`config.mk`:
```
export PLATFORM = sky130hd
export DESIGN_NAME = multi_queue_priority_front_insert_top_flat
export DESIGN_NICKNAME = d
export VERILOG_FILES = /design/src/rtl/core/mqpfi_pkg.sv /design/src/rtl/core/mqpfi_if.sv /design/src/rtl/core/multi_queue_priority_front_insert_top.sv /design/src/rtl/core/mqpfi_ram.sv /design/src/rtl/core/mqpfi_ctrl.sv /design/src/rtl/core/mqpfi_dp.sv /design/src/flat_wrapper.sv
export VERILOG_INCLUDE_DIRS = /design/src /design/src/rtl/core
export SDC_FILE = /design/constraint.sdc
export NUM_CORES = 2
export LEC_CHECK = 0
export BUFFER_PORTS_ARGS = -buffer_cell sky130_fd_sc_hd__buf_2
export CORE_ASPECT_RATIO = 0.8
export CORE_UTILIZATION = 42
export DETAILED_ROUTE_END_ITERATION = 8
export PLACE_DENSITY_LB_ADDON = 0.08
export SKIP_CTS_REPAIR_TIMING = 1
export SYNTH_ARGS = -nofsm -noshare
export SYNTH_HDL_FRONTEND = slang
export SYNTH_HIERARCHICAL = 1
export SYNTH_SLANG_ARGS = --single-unit
```
`constraint.sdc`:
```
create_clock -name clk -period 15.3 [get_ports clk]
set_input_delay 3.06 -clock clk [delete_from_list [all_inputs] [get_ports clk]]
set_output_delay 3.06 -clock clk [all_outputs]
set_load 0.02 [all_outputs]
```
`src/rtl/core/assert_macros.svh`:
```
// assertion macros shared by the rtl
`ifndef ASSERT_MACROS_SVH
`define ASSERT_MACROS_SVH
`ifndef SYNTHESIS
`define ASSERT_CLK(lbl, prop) \
  lbl: assert property (@(posedge clk) disable iff (!rst_n) prop) \
    else $error("assertion failed");
`define ASSERT_NEVER(lbl, expr) \
  lbl: assert property (@(posedge clk) disable iff (!rst_n) !(expr)) \
    else $error("forbidden condition seen");
`else
`define ASSERT_CLK(lbl, prop)
`define ASSERT_NEVER(lbl, expr)
`endif
`endif

```
`src/rtl/core/mqpfi_pkg.sv`:
```
package mqpfi_pkg;

  localparam int QIDX_W    = 4;
  localparam int ID_IN_W   = 16;
  localparam int CNT_OUT_W = 4;
  localparam int STAT_W    = 2;

  typedef enum logic [STAT_W-1:0] {
    ST_ENQ   = 2'd0,
    ST_FULL  = 2'd1,
    ST_DEQ   = 2'd2,
    ST_EMPTY = 2'd3
  } status_t;

  typedef enum logic {
    MODE_ENQ = 1'b0,
    MODE_DEQ = 1'b1
  } mode_t;

  typedef enum logic {
    S_IDLE,
    S_FETCH
  } ctrl_state_t;

  typedef struct packed {
    logic accept;
    logic load;
  } ctrl_cmd_t;

endpackage

```
`src/rtl/core/mqpfi_if.sv`:
```
interface mqpfi_in_if;
  logic        valid;
  logic        ready;
  logic        mode;
  logic [3:0]  queue_index;
  logic [15:0] entry_id;
  logic        urgent;

  modport source (output valid, mode, queue_index, entry_id, urgent, input ready);
  modport sink (input valid, mode, queue_index, entry_id, urgent, output ready);
endinterface

interface mqpfi_out_if;
  logic        valid;
  logic        ready;
  logic [1:0]  status;
  logic [15:0] served_id;
  logic [3:0]  queue_count;

  modport source (output valid, status, served_id, queue_count, input ready);
  modport sink (input valid, status, served_id, queue_count, output ready);
endinterface

```
`src/rtl/core/multi_queue_priority_front_insert_top.sv`:
```
// Bank of bounded double-ended queues sharing one entry RAM. An enqueue beat
// puts an id at the back of the named queue, or at the front when urgent is
// set; a dequeue beat pops the front entry. Every request beat yields one
// result beat with a status, the popped id and the new count. On accept,
// the request reads the queue's front pointer and count registers and issues
// the single entry RAM access; then, in the fetch state and once the result
// slot is free, the registered RAM read data moves into the output register.
// A new request is taken only after that load, so requests never overlap and
// a stalled result side holds off the next request. The entry RAM needs no
// clearing after reset.
`include "assert_macros.svh"
module multi_queue_priority_front_insert_top #(
  parameter int NUM_QUEUES  = 16,
  parameter int QUEUE_DEPTH = 8,
  parameter int ID_WIDTH    = 16
) (
  input  logic               clk,
  input  logic               rst_n,
  mqpfi_in_if.sink           in_ch,
  mqpfi_out_if.source        out_ch
);
  import mqpfi_pkg::*;

  ctrl_cmd_t cmd;

  mqpfi_ctrl u_ctrl (
    .clk       (clk),
    .rst_n     (rst_n),
    .in_valid  (in_ch.valid),
    .out_ready (out_ch.ready),
    .in_ready  (in_ch.ready),
    .out_valid (out_ch.valid),
    .cmd       (cmd)
  );

  mqpfi_dp #(
    .NUM_QUEUES  (NUM_QUEUES),
    .QUEUE_DEPTH (QUEUE_DEPTH),
    .ID_WIDTH    (ID_WIDTH)
  ) u_dp (
    .clk         (clk),
    .rst_n       (rst_n),
    .cmd         (cmd),
    .mode        (in_ch.mode),
    .queue_index (in_ch.queue_index),
    .entry_id    (in_ch.entry_id),
    .urgent      (in_ch.urgent),
    .status      (out_ch.status),
    .served_id   (out_ch.served_id),
    .queue_count (out_ch.queue_count)
  );

  // one request in flight at a time
  `ASSERT_CLK(a_one_in_flight, in_ch.valid && in_ch.ready |=> !in_ch.ready)
  // only a dequeue returns an id
  `ASSERT_NEVER(a_id_only_on_deq, out_ch.valid && out_ch.status != ST_DEQ && out_ch.served_id != '0)
  // an empty answer reports no entries
  `ASSERT_CLK(a_empty_count, out_ch.valid && out_ch.status == ST_EMPTY |-> out_ch.queue_count == '0)

endmodule

```
`src/rtl/core/mqpfi_ram.sv`:
```
module mqpfi_ram #(
  parameter int WIDTH = 16,
  parameter int DEPTH = 128
) (
  input  logic                                 clk,
  input  logic                                 we,
  input  logic                                 re,
  input  logic [(DEPTH > 1 ? $clog2(DEPTH) : 1)-1:0] addr,
  input  logic [WIDTH-1:0]                     wdata,
  output logic [WIDTH-1:0]                     rdata
);

  logic [WIDTH-1:0] mem_r [DEPTH];
  logic [WIDTH-1:0] rdata_r;

  always_ff @(posedge clk) begin
    if (we) begin
      mem_r[addr] <= wdata;
    end
    if (re) begin
      rdata_r <= mem_r[addr];
    end
  end

  assign rdata = rdata_r;

endmodule

```
`src/rtl/core/mqpfi_ctrl.sv`:
```
module mqpfi_ctrl (
  input  logic                  clk,
  input  logic                  rst_n,
  input  logic                  in_valid,
  input  logic                  out_ready,
  output logic                  in_ready,
  output logic                  out_valid,
  output mqpfi_pkg::ctrl_cmd_t  cmd
);
  import mqpfi_pkg::*;

  ctrl_state_t state_r, state_nxt;
  logic        out_valid_r, out_valid_nxt;

  always_ff @(posedge clk) begin
    if (!rst_n) begin
      state_r     <= S_IDLE;
      out_valid_r <= 1'b0;
    end else begin
      state_r     <= state_nxt;
      out_valid_r <= out_valid_nxt;
    end
  end

  always_comb begin
    state_nxt     = state_r;
    out_valid_nxt = out_valid_r && !out_ready;
    in_ready      = 1'b0;
    cmd           = '0;
    case (state_r)
      S_IDLE: begin
        in_ready = 1'b1;
        if (in_valid) begin
          cmd.accept = 1'b1;
          state_nxt  = S_FETCH;
        end
      end
      S_FETCH: begin
        // result slot free once the waiting beat leaves
        if (!out_valid_r || out_ready) begin
          cmd.load      = 1'b1;
          out_valid_nxt = 1'b1;
          state_nxt     = S_IDLE;
        end
      end
      default: begin
        state_nxt = S_IDLE;
      end
    endcase
  end

  assign out_valid = out_valid_r;

endmodule

```
`src/rtl/core/mqpfi_dp.sv`:
```
module mqpfi_dp #(
  parameter int NUM_QUEUES  = 16,
  parameter int QUEUE_DEPTH = 8,
  parameter int ID_WIDTH    = 16
) (
  input  logic                                     clk,
  input  logic                                     rst_n,
  input  mqpfi_pkg::ctrl_cmd_t                     cmd,
  input  logic                                     mode,
  input  logic [mqpfi_pkg::QIDX_W-1:0]             queue_index,
  input  logic [mqpfi_pkg::ID_IN_W-1:0]            entry_id,
  input  logic                                     urgent,
  output logic [mqpfi_pkg::STAT_W-1:0]             status,
  output logic [mqpfi_pkg::ID_IN_W-1:0]            served_id,
  output logic [mqpfi_pkg::CNT_OUT_W-1:0]          queue_count
);
  import mqpfi_pkg::*;

  localparam int NQ    = (NUM_QUEUES < 2**QIDX_W) ? NUM_QUEUES : 2**QIDX_W;
  localparam int QW    = (NQ > 1) ? $clog2(NQ) : 1;
  localparam int PW    = (QUEUE_DEPTH > 1) ? $clog2(QUEUE_DEPTH) : 1;
  localparam int CW    = $clog2(QUEUE_DEPTH + 1);
  localparam int SW    = (ID_WIDTH < ID_IN_W) ? ID_WIDTH : ID_IN_W;
  localparam int SLOTS = NQ * QUEUE_DEPTH;
  localparam int AW    = (SLOTS > 1) ? $clog2(SLOTS) : 1;

  localparam logic [CW-1:0]   DEPTH_C  = CW'(QUEUE_DEPTH);
  localparam logic [PW-1:0]   LAST_P   = PW'(QUEUE_DEPTH - 1);
  localparam logic [PW+1:0]   DEPTH_S  = (PW + 2)'(QUEUE_DEPTH);
  localparam logic [QIDX_W:0] NQ_C     = (QIDX_W + 1)'(NQ);
  localparam logic [AW-1:0]   DEPTH_A  = AW'(QUEUE_DEPTH);

  logic [PW-1:0] front_r [NQ];
  logic [CW-1:0] count_r [NQ];

  logic [QW-1:0] qsel;
  logic          in_range, is_enq, full, empty, enq_ok, deq_ok;
  logic [PW-1:0] cur_front, front_dec, front_inc, back_slot, slot;
  logic [CW-1:0] cur_cnt, new_cnt;
  logic [PW+1:0] back_sum;
  logic [AW-1:0] ram_addr;
  logic [SW-1:0] ram_rdata;
  status_t       res_status;

  status_t                pend_status_r;
  logic [CNT_OUT_W-1:0]   pend_cnt_r;
  logic                   pend_deq_r;
  logic [STAT_W-1:0]      out_status_r;
  logic [ID_IN_W-1:0]     out_served_r;
  logic [CNT_OUT_W-1:0]   out_cnt_r;

  assign qsel      = queue_index[QW-1:0];
  assign in_range  = {1'b0, queue_index} < NQ_C;
  assign is_enq    = (mode == MODE_ENQ);
  assign cur_front = front_r[qsel];
  assign cur_cnt   = count_r[qsel];
  assign full      = (cur_cnt == DEPTH_C);
  assign empty     = (cur_cnt == '0);
  assign enq_ok    = in_range && is_enq && !full;
  assign deq_ok    = in_range && !is_enq && !empty;

  assign front_dec = (cur_front == '0) ? LAST_P : cur_front - 1'b1;
  assign front_inc = (cur_front == LAST_P) ? '0 : cur_front + 1'b1;
  assign back_sum  = (PW + 2)'(cur_front) + (PW + 2)'(cur_cnt);
  assign back_slot = (back_sum >= DEPTH_S) ? PW'(back_sum - DEPTH_S) : PW'(back_sum);
  assign slot      = is_enq ? (urgent ? front_dec : back_slot) : cur_front;
  assign ram_addr  = AW'(qsel) * DEPTH_A + AW'(slot);

  always_comb begin
    res_status = ST_ENQ;
    new_cnt    = '0;
    if (!in_range) begin
      res_status = is_enq ? ST_FULL : ST_EMPTY;
    end else if (is_enq) begin
      res_status = full ? ST_FULL : ST_ENQ;
      new_cnt    = full ? cur_cnt : cur_cnt + 1'b1;
    end else begin
      res_status = empty ? ST_EMPTY : ST_DEQ;
      new_cnt    = empty ? '0 : cur_cnt - 1'b1;
    end
  end

  always_ff @(posedge clk) begin
    if (!rst_n) begin
      for (int i = 0; i < NQ; i++) begin
        front_r[i] <= '0;
        count_r[i] <= '0;
      end
    end else if (cmd.accept) begin
      if (enq_ok) begin
        count_r[qsel] <= new_cnt;
        if (urgent) begin
          front_r[qsel] <= front_dec;
        end
      end else if (deq_ok) begin
        count_r[qsel] <= new_cnt;
        front_r[qsel] <= front_inc;
      end
    end
  end

  always_ff @(posedge clk) begin
    if (cmd.accept) begin
      pend_status_r <= res_status;
      pend_cnt_r    <= CNT_OUT_W'(new_cnt);
      pend_deq_r    <= deq_ok;
    end
    if (cmd.load) begin
      out_status_r <= pend_status_r;
      out_served_r <= pend_deq_r ? ID_IN_W'(ram_rdata) : '0;
      out_cnt_r    <= pend_cnt_r;
    end
  end

  mqpfi_ram #(
    .WIDTH (SW),
    .DEPTH (SLOTS)
  ) u_entry_ram (
    .clk   (clk),
    .we    (cmd.accept && enq_ok),
    .re    (cmd.accept && deq_ok),
    .addr  (ram_addr),
    .wdata (SW'(entry_id)),
    .rdata (ram_rdata)
  );

  assign status      = out_status_r;
  assign served_id   = out_served_r;
  assign queue_count = out_cnt_r;

endmodule
```
`src/flat_wrapper.sv`:
```
// flat-port wrapper written by rule: the top's interface ports become plain ports
module multi_queue_priority_front_insert_top_flat import mqpfi_pkg::*;
#(
  parameter int NUM_QUEUES  = 16,
  parameter int QUEUE_DEPTH = 8,
  parameter int ID_WIDTH    = 16
)
  (clk, rst_n, in_ch_valid, in_ch_mode, in_ch_queue_index, in_ch_entry_id, in_ch_urgent, in_ch_ready, out_ch_valid, out_ch_status, out_ch_served_id, out_ch_queue_count, out_ch_ready);
  mqpfi_in_if in_ch_i ();
  mqpfi_out_if out_ch_i ();
  input  logic clk;
  input  logic rst_n;
  input wire logic [$bits(in_ch_i.valid)-1:0] in_ch_valid;
  input wire logic [$bits(in_ch_i.mode)-1:0] in_ch_mode;
  input wire logic [$bits(in_ch_i.queue_index)-1:0] in_ch_queue_index;
  input wire logic [$bits(in_ch_i.entry_id)-1:0] in_ch_entry_id;
  input wire logic [$bits(in_ch_i.urgent)-1:0] in_ch_urgent;
  output wire logic [$bits(in_ch_i.ready)-1:0] in_ch_ready;
  output wire logic [$bits(out_ch_i.valid)-1:0] out_ch_valid;
  output wire logic [$bits(out_ch_i.status)-1:0] out_ch_status;
  output wire logic [$bits(out_ch_i.served_id)-1:0] out_ch_served_id;
  output wire logic [$bits(out_ch_i.queue_count)-1:0] out_ch_queue_count;
  input wire logic [$bits(out_ch_i.ready)-1:0] out_ch_ready;
  assign in_ch_i.valid = in_ch_valid;
  assign in_ch_i.mode = in_ch_mode;
  assign in_ch_i.queue_index = in_ch_queue_index;
  assign in_ch_i.entry_id = in_ch_entry_id;
  assign in_ch_i.urgent = in_ch_urgent;
  assign in_ch_ready = in_ch_i.ready;
  assign out_ch_valid = out_ch_i.valid;
  assign out_ch_status = out_ch_i.status;
  assign out_ch_served_id = out_ch_i.served_id;
  assign out_ch_queue_count = out_ch_i.queue_count;
  assign out_ch_i.ready = out_ch_ready;
  multi_queue_priority_front_insert_top #(.NUM_QUEUES(NUM_QUEUES), .QUEUE_DEPTH(QUEUE_DEPTH), .ID_WIDTH(ID_WIDTH)) u_core (.clk(clk), .rst_n(rst_n), .in_ch(in_ch_i), .out_ch(out_ch_i));
endmodule
```
==> impl_metrics.py <==
metrics = {
    "hold_path": {
        "hold_depth": 0,
        "min_to": "u_core/u_dp/queue_count[3]",
        "hp-class": "reg2reg",
        "hold_start": "u_core/u_dp/pend_cnt_r[3]",
    },
    "floorplanning": {
        "die_h_um": 406,
        "start_util_pct": 42.2,
        "placementRows": 148,
        "core_um2": 203000,
        "boundaryPins": 50,
        "die_area_um2": 206000,
        "die_width_um": 508,
    },
    "timing": {
        "fin_crit_sh_pct": 69.6,
        "min_period_ns": 10.65,
        "finalClockSkew_ns": 0.0400,
        "tightest_slew_ns": 1.45,
        "fin_hold_ws_ns": 0.422,
        "slew_headroom_pct": 3.25,
        "fmax_mhz": 93.9,
        "drv_slew": 0,
        "hold_viol": 0,
        "rsz0062_at_grt": "no",
        "setup_viol": 0,
        "fin_setup_tns_ns": 0,
    },
    "worst_setup_path": {
        "regToRegSetupSlack_ns": 7.78,
        "path_common_cell": "buf_4",
        "rr_startpoint": "u_core/u_dp/front_r[15][0]",
        "critical_path.max_fanout": 72,
        "arrival_ns": 11.37,
        "crit_family": "buffers and inverters",
        "crit_chain": "buf_4 > buf_4 > mux4_2 > mux2i_1 > mux2_2 > inv_1 > ha_1 > fa_1 > xor2_1 > a21oi_1 > o2bb2ai_4 > buf_4 > nor2b_4 > buf_4 > buf_12 > a22oi_1 > o21ai_0 > nand2_1 > a2111oi_0 > buf_4 > o32ai_1 > mux2i_1",
        "startpoint_type": "primary input",
        "critical_path_class": "in2reg",
        "critPathSlowestCell": "a2111oi_0",
        "cpPeakStageDelay_ns": 1.18,
        "critPathBufInv": 7,
        "endpoint_kind": "flip-flop",
        "rr_endpoint": "u_core/u_dp/u_entry_ram/rdata[12]",
        "required_ns": 16.02,
        "rr_worst_depth": 20,
    },
    "drt": {
        "ant_nets": 0,
        "viasPerCell": 6.52,
        "drt_iter0_drc": 7922,
        "vias": 53200,
        "drc_errors": 0,
        "routedWlPerCell_um": 38.1,
        "first_pass_iters": 6,
        "postRouteWirelength_um": 311000,
    },
    "placement": {
        "placed_cell_area_um2": 90200,
        "place.gp.congestion": 0.885,
        "port_buffers": 49,
        "place_hpwl_um": 185000,
    },
    "cells_and_area": {
        "area_growth_pct": 13.2,
        "final_area_um2": 97300,
        "layout-drive-gt1-share_pct": 17.5,
        "layout.nets": 5286,
    },
    "yosys": {
        "ys_seq_area_share_pct": 77.1,
        "yosys.area.top_type_share_pct": 77.1,
        "yosys_warnings": 6,
        "netlist_instances": 5125,
        "avgSynthCellArea_um2": 16.8,
        "ys_seq_elements": 2207,
        "synth_flop_cell": "edfxtp_1",
        "syn_area_um2": 85900,
        "synth_area_leader_cell": "edfxtp_1",
        "synth_enable_flop_cells": 2205,
        "synth_cell_types": 88,
        "ys_async_sr_fraction_pct": 0,
        "synth_area_leaders": "edfxtp_1, a221oi_1, mux2_2, nor2_1, a22oi_1",
        "syn_nets": 5159,
    },
    "global_route": {
        "antenna_found_initial": 28,
        "grt_pass1_wl_um": 425000,
        "overflow": 0,
        "grt_max_degree": 99,
        "grt_usage_pct": 29.8,
        "grt_pass1_vias": 49400,
    },
    "power": {
        "p_per_area_nw_per_um2": 146,
        "clkPwrFrac_pct": 37.7,
        "pwr-share-comb_pct": 15.1,
        "swShare_pct": 28.1,
        "p_leak_uw": 0.0302,
        "sequentialPowerShare_pct": 47.3,
        "p_int_uw": 10200,
        "p_sw_uw": 3980,
        "vdd_drop_max_uv": 107,
    },
    "clocking": {
        "cts_tree": "done",
        "clk_latency_ns": 0.88,
        "cts_max_path_buffers": 3,
        "clock-sinks": 2207,
        "htree_num_levels": 4,
        "cts_buffers": 216,
        "cts-root-buf": "clkbuf_16",
        "clk_pin_slew_worst_paths_ns": 0.06,
    },
    "run": {
        "max_cap_violations": 0,
    },
    "status": {
        "status": "finished, final reports clean",
    },
}
cells in the final DEF, fill, tap and decap left out, types with 57 or more instances in the layout:
master     count
edfxtp_1    2205
a221oi_1     480
nor2_1       344
buf_4        267
a21oi_1      253
clkbuf_16    217
a22oi_1      178
o21ai_0      163
nand2_1      153
mux2_2       146
mux2i_1       82
nor2_2        75
o22ai_1       65
clkbuf_1      57
power groups by stage:
stage          clock network, uW  logic, uW  registers [uW]
3_5_place_dp                   0       2100            6840
5_1_grt                     5620       2200            6710
4_1_cts                     5410       2100            6710
6_report                    5340       2140            6710
3_3_place_gp                   0       2090            6840
2_1_floorplan                  0       1090            6830
per-layer routing:
layer	GRT usage (%)	wire length, um	vias to the layer above
li1	-	-	21400
met4	7.99	8830	16
met3	6.82	33300	476
met1	45.0	135000	28200
met5	0	106	-
met2	43.2	134000	3002
worst register-to-register path: cells and delay by family (launching register included):
kind	cells	cell delay, ns
flops	1	0.40
compound gates	6	2.59
buf+inv	5	2.06
mux	4	1.13
fa+ha+maj	2	0.57
xor+xnor	1	0.24
simple gates	2	0.37
final cells by class:
class	count	area, um2
diodes	14	35.0
clock buffers	274	5640
clock inverters	133	1340
fillers	17300	106000
inverters	18	82.6
multi-input cells	2498	18100
flip-flops and latches	2207	66300
well taps	2700	3380
repair buffers	311	2390
per-stage QoR:
step	cells	total power (uW)	worst slack, ns	utilization (%)
after floorplan	5125	7920	6.85	-
after global placement	7730	8930	3.52	44.4
after detailed placement	7733	8930	4.12	44.4
after CTS	8140	14200	5.01	47.8
after global routing	8141	14500	4.49	47.8
final	8155	14200	4.65	47.8
synthesized netlist by cell type (14+ instances only):
cell type	instances
nor4_1	15
o211ai_1	17
nor3_1	48
nor2_1	421
a221o_1	37
buf_1	53
mux4_2	52
nand2_1	155
clkbuf_1	169
o22a_1	14
o21ai_0	166
a211oi_1	14
nor2b_1	28
o221ai_1	42
nand3_1	20
edfxtp_1	2205
buf_2	157
a22oi_1	178
buf_4	14
a222oi_1	21
mux2i_1	84
a21oi_1	254
o22ai_1	65
and2_1	28
mux2_2	146
nand4_1	28
a221oi_1	480
state kept, by name, summed over array words and instances, names as in the netlist, 2 cells and up:
name,count
u_core/u_dp/u_entry_ram/mem_r,2048
u_core/u_dp/status,2
u_core/u_dp/pend_cnt_r,4
u_core/u_dp/pend_status_r,2
u_core/u_dp/served_id,16
u_core/u_dp/front_r,48
u_core/u_dp/u_entry_ram/rdata,16
u_core/u_dp/queue_count,4
u_core/u_dp/count_r,64
worst max-delay path by stage:
stage,to,cells after the start,start
floorplan,u_core/u_dp/u_entry_ram/mem_r[72][0],18,in_ch_queue_index[0]
global placement,u_core/u_dp/u_entry_ram/rdata[9],20,in_ch_queue_index[0]
detailed placement,u_core/u_dp/u_entry_ram/rdata[12],22,in_ch_queue_index[0]
CTS,u_core/u_dp/u_entry_ram/rdata[12],22,in_ch_queue_index[0]
global route,u_core/u_dp/u_entry_ram/rdata[6],21,in_ch_queue_index[0]
finish,u_core/u_dp/u_entry_ram/rdata[12],22,in_ch_queue_index[0]
kinds of logic after synthesis:
logic type               count (synthesis)  share of synthesized area, %
AND/OR/NAND/NOR                        789                          4.03
buffers and inverters                  420                          2.20
multiplexers                           286                          4.32
adder cells (fa/ha/maj)                  8                         0.125
XOR/XNOR                                 1                        0.0102
AO/OA/AOI/OAI                         1414                          12.2
flip-flops                            2207                          77.1
No activity file was read; power rests on OpenSTA's default activity.
